--- config.mk ---
export PLATFORM = sky130hd
export DESIGN_NAME = lfpe_queue
export DESIGN_NICKNAME = d
export VERILOG_FILES = /design/src/rtl/lfpe_pkg.sv /design/src/rtl/lfpe_queue.sv
export SDC_FILE = /design/constraint.sdc
export NUM_CORES = 1
export LEC_CHECK = 0
export ABC_AREA = 1
export BUFFER_PORTS_ARGS = -buffer_cell sky130_fd_sc_hd__buf_2
export CAP_MARGIN = 15
export CORE_MARGIN = 10
export CORE_UTILIZATION = 39
export CTS_CLUSTER_SIZE = 24
export DETAILED_ROUTE_END_ITERATION = 6
export PLACE_DENSITY = 0.59
export SLEW_MARGIN = 20
export SYNTH_ARGS = -nofsm -noshare
export SYNTH_HDL_FRONTEND = slang
export SYNTH_SLANG_ARGS = --single-unit
--- constraint.sdc ---
create_clock -name clk -period 13 [get_ports clk]
set_clock_uncertainty 0.1 [all_clocks]
set_input_delay 0 -clock clk [delete_from_list [all_inputs] [get_ports clk]]
set_output_delay 0 -clock clk [all_outputs]
set_load 0.1 [all_outputs]
--- src/rtl/lfpe_pkg.sv ---
// shared types and constants of the linear factor product expander
package lfpe_pkg;

  localparam int MAX_ORDER_DEF = 32;

  localparam logic [31:0] PERIOD_RST = 32'd89478;

  localparam logic CFG_MODE   = 1'b0;
  localparam logic CFG_PERIOD = 1'b1;

  localparam logic [63:0] Q_ONE   = 64'h0000_0001_0000_0000;
  localparam logic [63:0] Q_TWO   = 64'h0000_0002_0000_0000;
  localparam logic [63:0] SAT_POS = 64'h7FFF_FFFF_FFFF_FFFF;
  localparam logic [63:0] SAT_NEG = 64'h8000_0000_0000_0000;

  typedef enum logic [1:0] {
    MODE_ADEN = 2'd0,
    MODE_DNUM = 2'd1,
    MODE_DDEN = 2'd2,
    MODE_ANUM = 2'd3
  } mode_t;

  typedef struct packed {
    logic [63:0] c0r;
    logic [63:0] c0i;
    logic [63:0] c1r;
    logic [63:0] c1i;
    logic        single;
    logic        last;
  } fact_t;

endpackage

--- src/rtl/lfpe_queue.sv ---
// two-entry factor queue between front and back end
module lfpe_queue import lfpe_pkg::*; (
  input  logic  clk,
  input  logic  rst_n,
  input  logic  push,
  input  fact_t din,
  output logic  full,
  input  logic  pop,
  output logic  empty,
  output fact_t dout
);

  fact_t      ent_r [2];
  logic       wp_r, rp_r;
  logic [1:0] cnt_r;

  assign full  = (cnt_r == 2'd2);
  assign empty = (cnt_r == 2'd0);
  assign dout  = ent_r[rp_r];

  always_ff @(posedge clk) begin
    if (!rst_n) begin
      wp_r  <= 1'b0;
      rp_r  <= 1'b0;
      cnt_r <= 2'd0;
    end else begin
      if (push) wp_r <= ~wp_r;
      if (pop) rp_r <= ~rp_r;
      if (push && !pop) cnt_r <= cnt_r + 2'd1;
      else if (pop && !push) cnt_r <= cnt_r - 2'd1;
    end
  end

  always_ff @(posedge clk) begin
    if (push) ent_r[wp_r] <= din;
  end

endmodule

-- Word-level counts from Yosys, hierarchy flattened
Memories as Yosys holds them, arrays and structs flattened. A register that Yosys moved wholly into a read port is not among the register bits.
Cells that the tools add are included.
- memories kept: 1
- input port bits: 262
- logic and storage cells: 21
- output and inout bits: 260
- RAM bits: 516
- register bits after elaboration: 4
- $add $sub $neg: 2
- mux-type cells: 6
- reduce and logical (&&, ||, !) cells: 6
- bitwise gates (word level): 2
- equality and inequality tests: 1
- memory list (name ; words ; width ; rd ports ; clocked after memory_dff ; write ports ; line ; source):
    ent_r ; 2 ; 258 ; 1 ; 1 ; 1 ; lfpe_queue.sv:13 ; fact_t ent_r [2];
- operators with widths (operator ; number):
    two-way mux 1 bit ; 4
    two-way mux 2 bit ; 2
    adder 2 x 1 -> 2 bit (second input constant) ; 1
    == test 2 bit (second input constant) ; 1
    logical AND 1 bit ; 2
    logical NOT 1 bit ; 2
    logical NOT 2 bit ; 1
    inverter 1 bit ; 2
    nonzero test 2 bit ; 1
    subtractor 2 x 1 -> 2 bit (second input constant) ; 1

-- Logic depth before layout (Yosys ltp)
Gate-level depths: netlist (run 1).
- depth after elaboration: 4
- depth in mapped cells: 8
- mapped depth without buffers: 8

-- Worst setup path before layout (run 1)
Ideal clock, no wire load.
- path type: reg2reg
- start: register wp_r
- end: memory ent_r[0][0] in the netlist's numbering (enable)
- slack: 1.027 ns
- data required time: 12.011 ns
- library setup time: 0.889 ns
- cell stages (with the launch flop): 2
- path buffers: 0
- period minus slack after synthesis: 11.973 ns
- arrival: 10.984 ns
- path through: dfxtp_1 > nor2_1
- RTL lines (element ; line ; source):
    start: declaration ; lfpe_queue.sv:14 ; logic wp_r, rp_r;
    start signal: assignment ; lfpe_queue.sv:27 ; if (push) wp_r <= ~wp_r;
    end: declaration ; lfpe_queue.sv:13 ;
Straight into the memory's write port.

==> run summary, run 1 <==
The final count of hold timing violations was 0; the global-route wire length before repair was 73100 microns. The number of max-slew violations in the final report was 0; the initial DRC count was 726. Startpoint class of the critical path: a flop. The number of placed instances, taps included, is 2011. TritonCTS built the clock tree.

The worst register-to-register path begins at wp_r. The H-tree was split into 2 levels. The floorplan step set the die height to 245 microns. Post-CTS setup buffer count: 0.

The placeable core area is 50100 sq um, and the overall die area is 59900 sq um. The logs give 10800 for the number of vias after detailed routing and 15.7% for the global-route usage over all layers. No sink is reached through more buffers than the 3 on the longest clock path. The slew at the pin with the worst max-slew slack was 1.07 ns; the minimum period implied by the final worst setup slack was 3.95 ns. The number of hold buffers added after CTS came out at 276. Walking the worst path, the cells encountered are buf_4 > buf_4 > mux2_4 > buf_2. The number of antenna violations at the first check in global routing came out at 4. The area growth from synthesis to final layout is 39.0%, and the fraction of layout instances using a drive strength above 1 is 50.4%.

In the synthesized netlist, the number of instances is 838. Setup repair after global routing left no endpoint under its margin. The net count of the finished layout is 1934.

The worst register-to-register path has a depth of 4. The multi-input combinational cells in the finished layout cover a total of 3760 sq um. At the end of routability-driven placement, the weighted congestion stood at 0.786. The root buffer cell chosen for the clock tree is clkbuf_16.

The run gives 0.253 GHz as the highest clock rate. For the part of the Yosys area used for sequential elements, the log shows 79.2%. The number of global-route vias before repair was 11900. The tools report the remaining max-slew budget at the tightest pin as 28.6%.

The tools report the fraction of the core area covered by cells at the end of the flow as 54.7%. The tools report the largest net degree at the start of global routing as 124. The cell row count came out at 82. The critical path ends at dout[171]. Dividing total power by cell area gives a power density of 161 nW/um^2. 522 I/O pins were placed. The number of warnings printed during yosys synthesis is 0. Clock-pin slew was measured on the worst setup and hold paths at 0.06 ns.

In the final routed layout, each cell accounts on average for 20.5 microns. The run finished with clean final reports. In the final layout, flip-flops and latches occupy 15600 sq um. The slowest library cell on the worst path was buf_4.

The setup TNS is 0 ns, and the post-detailed-routing wire length is 48800 microns. For the total global routing overflow, the log shows 0. Data on the critical path is required at its endpoint by 12.90 ns. In this run the worst hold path is classified as in -> reg. In this run the horizontal extent of the chip is 245 microns. The number of buffers created by CTS came out at 54. The type of element capturing the critical path was an output pin. For the worst setup path, the data arrival time is 3.85 ns.

After legalization and detailed placement, the total HPWL measured 32700 microns. The tools report the worst flop-to-flop path endpoint as ent_r[0][30]. For this run, design rule violations remaining after detail routing come to 0. After layout, the worst path uses 30.4% of the clock period.

The number of routed nets with antenna violations was 0. For this configuration, the core starts out at a cell density of 39.3%. After synthesis the netlist holds a flip-flop and latch count of 521. In the routed layout, each cell is associated on average with a via count of 4.51.

At the placement stage, the worst setup path has a slack of 9.64 ns. For this run, the number of standard cells in the final layout without fillers is 2383. The total of buffers placed on input and output ports is 521, and the setup slack of the most critical reg-to-reg path is 9.71 ns. The synthesized netlist occupies a cell area of 19700 sq um.

The maximum fanout count along the critical path works out to 52. The finished cells cover 27400 sq um. The filler cells instantiated in the layout total 3958. The number of gates resized after CTS was 0. The setup path with the least slack is of type reg -> out.

The average instance in the mapped netlist occupies 23.5 sq um. The tool flagged a number of max-cap violations equal to 0. The run gives 10.8 nW as the standby leakage power. For the total nets after synthesis, the log shows 1101. The setup slack of the critical path after layout is 9.05 ns. Summing all placed instances gives a cell area of 22900 sq um. Yosys mapped the design onto 15 distinct sky130hd cell types. Clock latency on the worst-skew pair, taken at its later pin, is 0.58 ns. The count of endpoints failing setup in the final report was 0. Among the stages of the critical path, the cell type that occurs most often is buf_4. The delay of the slowest cell on the worst path is 0.84 ns. The first detailed-routing pass took 5 iterations. Across the VDD grid, the largest voltage drop is 0.114 mV.

The tree built by TritonCTS fans out to 521 sinks.
Yosys cell counts:
library cell,instances,area share (%)
a21oi_1,1,0.025
buf_2,3,0.076
buf_6,24,1.4
buf_8,2,0.15
dfxtp_1,5,0.51
edfxtp_1,516,79
ha_1,1,0.064
inv_1,8,0.15
mux2_2,57,3.3
mux2_4,201,15
nand2_1,8,0.15
nand3_1,1,0.025
nand4_1,1,0.032
nor2_1,9,0.17
o21ai_0,1,0.025
through the flow:
stage          power, mW  hold slack, ns
2_1_floorplan       2.77        -0.00113
3_3_place_gp        2.90          0.0877
3_5_place_dp        2.90          0.0912
4_1_cts             4.46        0.000638
5_1_grt             4.55         0.00777
6_report            4.40          0.0472
power by group:
group	total [mW]	switching (mW)	leakage [nW]	internal, mW
sequential	1.97	0.0252	4.89	1.95
clock	1.47	0.601	0.823	0.871
combinational	0.957	0.717	5.08	0.240
layout make-up:
type	instances	share of cell area, %
Multi-Input combinational cell	280	13.7
Timing Repair Buffer	806	19.9
Sequential cell	521	57.0
Tap cell	672	3.07
Antenna cell	2	0.0183
Clock inverter	23	0.749
Clock buffer	71	5.40
Inverter	8	0.137
state kept, by name, indices dropped and copies added, names as in the netlist, named ones only:
name   cells
rp_r       1
wp_r       1
ent_r    516
cnt_r      2
logic make-up (layout without fill, tap and decap cells):
family          after synthesis  after routing  share of synthesized area (%)
buf+inv                      37            908                           1.75
mux                         258            258                           18.6
other cells                   0              2                              0
simple gates                 19             19                          0.381
flops                       521            521                           79.2
fa+ha+maj                     1              1                         0.0635
compound gates                2              2                         0.0508
layer usage:
| metal | share of wire, % | track usage (%) | vias to the layer above |
|---|---|---|---|
| met3 | 7.5 | 5.08 | 86 |
| met5 | 0.043 | 0 | - |
| met4 | 3.0 | 5.84 | 4 |
| li1 | - | - | 4993 |
| met2 | 51 | 27.0 | 374 |
| met1 | 39 | 18.0 | 5298 |
critical path, delay by kind of cell (launching register included):
| kind | cells | cell delay [ns] |
|---|---|---|
| buf+inv | 3 | 2.08 |
| flops | 1 | 0.76 |
| mux | 1 | 0.29 |
layout by cell type (no fill, tap or decap), types with 2 or more instances in the layout:
master         instances
clkinv_2               8
bufinv_16              4
clkbuf_1              14
buf_2                521
dlygate4sd3_1        276
inv_1                  7
mux2_2                57
clkbuf_16             57
mux2_4               201
diode_2                2
nand2_1                8
nor2_1                 8
edfxtp_1             516
buf_4                  8
clkinv_1              10
dfxtp_1                4
worst min-delay path by stage:
stage	startpoint	end	slack [ns]	cells past startpoint
global route	din[109]	ent_r[1][109]	0.008	2
finish	din[109]	ent_r[1][109]	0.05	2
floorplan	din[0]	ent_r[0][0]	-0.001	0
detailed placement	din[117]	ent_r[1][117]	0.09	1
global placement	din[223]	ent_r[0][223]	0.09	1
CTS	din[241]	ent_r[1][241]	0.0006	2
Power figures use the tool's default switching activity.
==> run 2: changes to the inputs <==
- PLACE_DENSITY: 0.59 -> 0.61
- clock period: 13 -> 3.26 ns (I/O delays scaled with it)
==> run summary, run 2 (synthesis gave the netlist of run 1 again) <==
The flow ran to the end, and the final reports show no timing, DRC or antenna violations. Clock-pin slew was measured on the worst setup and hold paths at 0.06 ns. In this run, CTS created clock tree buffers numbering 54. Measured on the finished design, the core utilization comes to 55.4%. The worst hold-check path type is in -> reg. The die is 245 microns tall.

The setup slack of the most critical reg-to-reg path is 1.39 ns. The clock tree root driver cell is clkbuf_16. The run gives 49400 microns as the post-detailed-routing wire length. The data required time of the critical path was 3.16 ns; the fraction of layout instances using a drive strength above 1 was 50.3%. The slew at the pin with the worst max-slew slack was 0.959 ns. The portion of the clock cycle consumed by the worst path in the final layout came out at 80.5%. The maximum fanout count along the critical path is 33.

Routability-driven placement finished with a final weighted congestion of 0.775. The worst setup path is launched from a flop. Leaving out fill and tap cells, the most frequent cells in the layout are buf_2 (521), edfxtp_1 (516), dlygate4sd3_1 (289).

Data on the critical path arrives at its endpoint at 2.53 ns. Summed over all layers, the global routing overflow is 0. 522 I/O pins were placed. The endpoint of the worst hold path is ent_r[1][201]. The tools report the number of global-route vias before repair as 12000. The total cell area at the placement stage is 23100 sq um. The setup TNS is 0 ns.

Counting cells, the worst reg-to-reg path comes to 5. The count of buffers added on input and output ports is 521. In this run the critical register-to-register path is launched from wp_r. The worst pin sits at a relative slew slack of 36.1%.

The die width was 245 microns; the deepest clock path buffer count was 3. Using the TritonRoute via totals, the vias-per-cell ratio works out to 4.54. The mean routed wirelength per cell was 20.5 microns.

For this design the static power due to leakage is 10.9 nW. Count of endpoints failing setup in the final report: 0. The detail route stage leaves a number of antenna-violating nets equal to 0. The type of element capturing the critical path was an output pin. The pre-antenna-repair detailed-routing pass consisted of 4 iterations. Across all hold checks on the routed design, the worst slack comes to 0.0361 ns. The tools report the hold path startpoint as din[201]. The smallest clock period supported by the final layout is computed as 2.63 ns. The logs give 73600 microns for the global-route wire length before repair and 1955 for the total number of nets in the final design.

The register with the most flip-flops in the layout has 516 of them. The die covers 59900 sq um. The multi-input combinational cells in the finished layout cover a total of 3770 sq um. The placeable core area came out at 50100 sq um.

The detailed-placement wirelength estimate is 32400 microns, and the number of sinks driven by the clock tree is 521. In this run the post-CTS setup repair buffer count came out at 0. The area of all placed cells without fillers is 27700 sq um. The peak supply drop came out at 0.552 mV. The library cell used most frequently in the layout, excluding fill and tap cells, is buf_2.

The number of antenna violations at the first check in global routing came out at 5. The detailed router finished its first iteration with 743 violations. The logs give 0 for the final count of hold timing violations and 39.3% for the effective utilization at floorplan.

The power density of the placed cells works out to 643 nW/um^2. The routed layout has 10900 vias. The number of cells on the worst hold path is 2, and the number of max-slew violations in the final report is 0.

Timing would allow up to 0.381 GHz. The critical path is of the reg -> out type. Fill cells in the final layout number 3920. Register with the most flip-flops: ent_r.

The area growth from synthesis to final layout is 40.9%. The clock latency on the worst-skew pair is 0.58 ns. Setup repair after global routing left no endpoint under its margin.

The number of maximum-capacitance violations came out at 0. TritonCTS built the clock tree. The H-tree was split into 2 levels. In the final layout, the registers with the most flip-flops are ent_r: 516 flops, cnt_r: 2 flops. For the total DRC errors in the routed layout, the log shows 0. The sequential cells in the finished layout cover a total of 15600 sq um. The tools report the worst flop-to-flop path endpoint as wp_r. The floorplan has 82 rows.

The run gives 15.9% as the global-route usage over all layers. Entering global routing, the biggest net connects 138 pins.
-- run 2: cell types whose count changed in the layout (fill, tap and decap cells not counted), sizes merged --
cell,before,now
buf,530,538
bufinv,4,6
clkbuf,71,72
clkinv,18,19
clkinvlp,1,2
diode,2,4
dlygate4sd3,276,289
-- run 2: layout make-up --
class / instances / area share, %
Clock buffer: 72 / 5.34
Tap cell: 672 / 3.03
Clock inverter: 27 / 1.03
Inverter: 8 / 0.122
Antenna cell: 4 / 0.0361
Timing Repair Buffer: 827 / 20.6
Multi-Input combinational cell: 280 / 13.6
Sequential cell: 521 / 56.2
-- run 2: repair_timing --
item	CTS	global route
gates resized for setup	0	0
hold buffers	289	0
hold endpoints to repair	523	0
endpoints found under the setup margin	0	0
-- run 2: through the flow --
stage	setup slack, ns	cells	power (mW)
finish	0.635	2411	17.8
global route	0.502	2411	18.4
CTS	0.568	2407	18.0
detailed placement	1.21	2019	11.6
global placement	1.26	2019	11.6
floorplan	-1.49	838	11.0
-- run 2: how the worst max path moves through the flow --
stage                        endpoint  start  cells after the start  slack [ns]
after floorplan           ent_r[1][0]   wp_r                      2       -1.49
after global placement       dout[31]   flop                      3        1.26
after detailed placement     dout[37]   flop                      3        1.21
after CTS                    dout[37]   flop                      3        0.57
after global routing        dout[227]   flop                      3        0.50
final                       dout[227]   flop                      3        0.63
-- run 2: per-layer routing --
metal | global-route usage [%] | vias to the layer above | routed length [microns]
met5 | 0 | - | 7
met4 | 4.73 | 2 | 1250
met3 | 5.52 | 84 | 4070
met2 | 27.4 | 392 | 25200
met1 | 18.3 | 5412 | 18900
li1 | - | 5055 | -
-- run 2: power breakdown --
part	switching, mW	leakage [nW]	internal [mW]
clock	2.45	0.854	3.66
sequential	0.0995	4.89	7.77
combinational	2.88	5.19	0.981
-- run 2: worst max-delay path, cell delays in order, from the launching register on --
cell and delay, ns:
dfxtp_4 0.76, buf_4 0.48, mux2_4 0.24, buf_2 0.42
==> run 3: changes to the inputs <==
- ABC_AREA: 1 -> 0
- PLACE_DENSITY: 0.61 -> 0.59
- clock period: 3.26 -> 2.7 ns (I/O delays scaled with it)
==> run summary, run 3 <==
The flow ran to the end, and the final reports show no timing, DRC or antenna violations. The register with the most flip-flops is ent_r. The flip-flop count of the largest register, all copies and words added came out at 516. The maximum fanout count along the critical path was 36.

In this run the cell area of the synthesized design comes to 19700 sq um. The number of buffers created by CTS is 54. The proportion of total power due to net switching is 31.5%. The chip height came out at 245 microns. Global routing used 15.9% of the available tracks across all layers.

The internal portion of the total power is 15.2 mW. The area growth from synthesis to final layout was 41.3%. The number of sinks driven by the clock tree is 521, and the setup TNS is 0 ns.

The fraction of layout instances using a drive strength above 1 is 51.7%, and the number of routed nets with antenna violations is 0. Sequential cells burn 42.7% of the power. The dominant cell type by area after synthesis is edfxtp_1. The logs give 2 for the number of H-tree levels and 1939 for the total number of nets in the final design. The worst hold slack came out at 0.0465 ns.

For the deepest clock path buffer count, the log shows 3. The highest clock rate was 0.423 GHz; the die width was 245 microns. At the worst endpoint, the required time is 2.60 ns. In this run the tool buffered the top-level ports with 521 buffer cells. At the pin with the least slew margin, the transition time is 0.647 ns.

For this design the static power due to leakage is 10.9 nW. For the worst-skew pair, the clock arrives at the later sink with an insertion delay of 0.57 ns. The share of the synthesized area in the top cell type came out at 78.7%.

Entering global routing, the biggest net connects 98 pins. Overall die area: 59900 sq um. Counting the fill cells in the layout gives 3901. Yosys printed 0 warnings. For this run, the detailed router's first-pass iteration total came to 4. The effective utilization at floorplan is 39.3%. The number of maximum-capacitance violations is 0, and the mean cell area of the mapped netlist is 23.9 sq um.

For this block, the via count after detailed routing is 10800. After floorplanning, the core was sized to cover 50100 sq um. The min-delay analysis places its worst path in the category in -> reg.

The first global-routing pass estimated 73700 microns of wire. In this run the tightest slew margin relative to its limit is 56.8%. After global routing the overflow that remains totals 0. Dividing the detail-routed wire length by the instance count gives 20.6 microns. Pin placement for this block handled 522 I/O pins. The tools report the synthesized instance count as 825. Data arrives at the worst endpoint at 2.27 ns.

Combinational cells account for 23.7% of the total power. Dividing the final minimum period by the clock period gives 87.6%. For the number of antenna violations at the first check in global routing, the log shows 3. Routability-driven placement finished with a final weighted congestion of 0.781.

The repair_antennas step left the layout with diodes totalling 0. The critical path is of the reg -> out type. The logs give 0 for the count of endpoints failing setup in the final report and 0 for the number of max-slew violations in the final report. The power density of the placed cells was 798 nW/um^2; the total nets after synthesis was 1088.

After clock tree synthesis, the setup repair step added 0 buffers. In this run, synthesis produced a sequential element count of 521. In the post-synthesis netlist, the cell with the most instances is edfxtp_1. STA classifies the critical path startpoint as a flop. The clock slew seen by the registers of the worst setup and hold paths works out to 0.06 ns. Among all flip-flop cells after synthesis, the most frequent one is edfxtp_1.

The floorplan has 82 rows. The smallest clock period supported by the final layout is computed as 2.37 ns. The net switching power is 6.98 mW, and the number of global-route vias before repair is 12100. In this run the clock root is driven by a clkbuf_16. In this run, the number of DRC markers left after iteration 0 of detailed routing was 621.

In this run the critical register-to-register path is launched from wp_r. The part of the Yosys area used for sequential elements is 79.2%, and the post-detailed-route via-to-cell ratio is 4.53. TritonCTS built the clock tree. Leaving out fill and tap cells, the most frequent cells in the layout are buf_2 (521), edfxtp_1 (516), dlygate4sd3_1 (273). Setup repair after global routing left no endpoint under its margin. In the final layout, the registers with the most flip-flops are ent_r: 516 flops, cnt_r: 2 flops. Counting instances in the post-synthesis netlist gives the leading cell types as edfxtp_1 (516), mux2_4 (201), mux2_2 (57). For the distinct cell type count of the synthesized netlist, the log shows 18.

The peak supply drop is 0.609 mV, and the final count of hold timing violations is 0. Wires add up to 49400 microns. Most common library cell in the layout ignoring fill and taps: buf_2. For this run, design rule violations remaining after detail routing come to 0. The run gives 34400 microns as the detailed-placement wirelength estimate. The type of element capturing the critical path was an output pin. The hold path startpoint is din[247]. By area the synthesized netlist is led by edfxtp_1 (79%), mux2_4 (15%), mux2_2 (3.3%). In this run, the clock network consumes 33.6% of the power. Counting flops with a built-in enable in the synthesized netlist gives 516. For this run, asynchronously set or reset flops after synthesis account for 0%.
## run 3: changes by cell type after synthesis, sizes merged, moves of 2 or more
cell	change
nand2	-8
nor2	-8
inv	-7
and2	+4
nor2b	+3
xor2	+2
## run 3: cell type report
cell class | count | area (sq um) | share of cell area, %
tap | 672 | 841 | 3.02
multi-input combinational | 274 | 3780 | 13.6
clock buffer | 72 | 1440 | 5.18
sequential | 521 | 15600 | 56.1
clock inverter | 27 | 342 | 1.23
inverter | 1 | 3.75 | 0.0135
timing repair buffer | 824 | 5800 | 20.9
## run 3: kinds of logic after synthesis
kind of cell | synth area share, %
DFF | 79.2
muxes | 18.6
buffers and inverters | 1.62
and+or+nand+nor | 0.273
AOI/OAI and AO/OA | 0.102
xor gates and xnor gates | 0.133
adders and majority gates | 0.0635
## run 3: power by group through the flow
stage	logic, mW	clock network [mW]	registers (mW)
after floorplan	4.11	0	9.64
after global placement	4.93	0	9.63
after detailed placement	4.95	0	9.65
after CTS	5.29	7.67	9.48
after global routing	5.41	7.98	9.51
final	5.25	7.46	9.48
## run 3: metrics by stage
stage	power, mW	cells	instance area (sq um)	utilization (%)	setup WS [ns]
6_report	22.2	2391	27800	55.5	0.334
5_1_grt	22.9	2391	27800	55.5	0.208
4_1_cts	22.4	2391	27800	55.5	0.243
3_5_place_dp	14.6	2019	23300	46.5	0.881
3_3_place_gp	14.6	2019	23300	46.5	0.899
2_1_floorplan	13.8	825	19700	-	-1.96
## run 3: worst max-delay path: stages, from the launching register on
cell,delay [ns]
dfxtp_4,0.66
buf_12,0.31
mux2_2,0.38
buf_2,0.30
## run 3: worst paths after layout
kind | cells past startpoint | to | slack, ns
min | 2 | ent_r[0][247] | 0.05
min reg2reg | 2 | cnt_r[1] | 0.43
max reg2reg | 4 | wp_r | 0.80
max | 3 | dout[238] | 0.33
## run 3: repair_timing
| action | CTS | global route |
|---|---|---|
| setup endpoints to repair | 0 | 0 |
| resized for setup | 0 | 0 |
| hold buffers | 273 | 0 |
| hold endpoints to repair | 546 | 0 |
## run 3: routing by layer
layer | wire (microns) | global-route usage (%) | up-vias | part of all wire (%)
met4 | 1100 | 4.42 | 6 | 2.2
li1 | - | - | 5004 | -
met1 | 19000 | 18.3 | 5355 | 39
met3 | 3460 | 4.97 | 86 | 7.0
met5 | 40 | 0 | - | 0.081
met2 | 25700 | 28.1 | 372 | 52
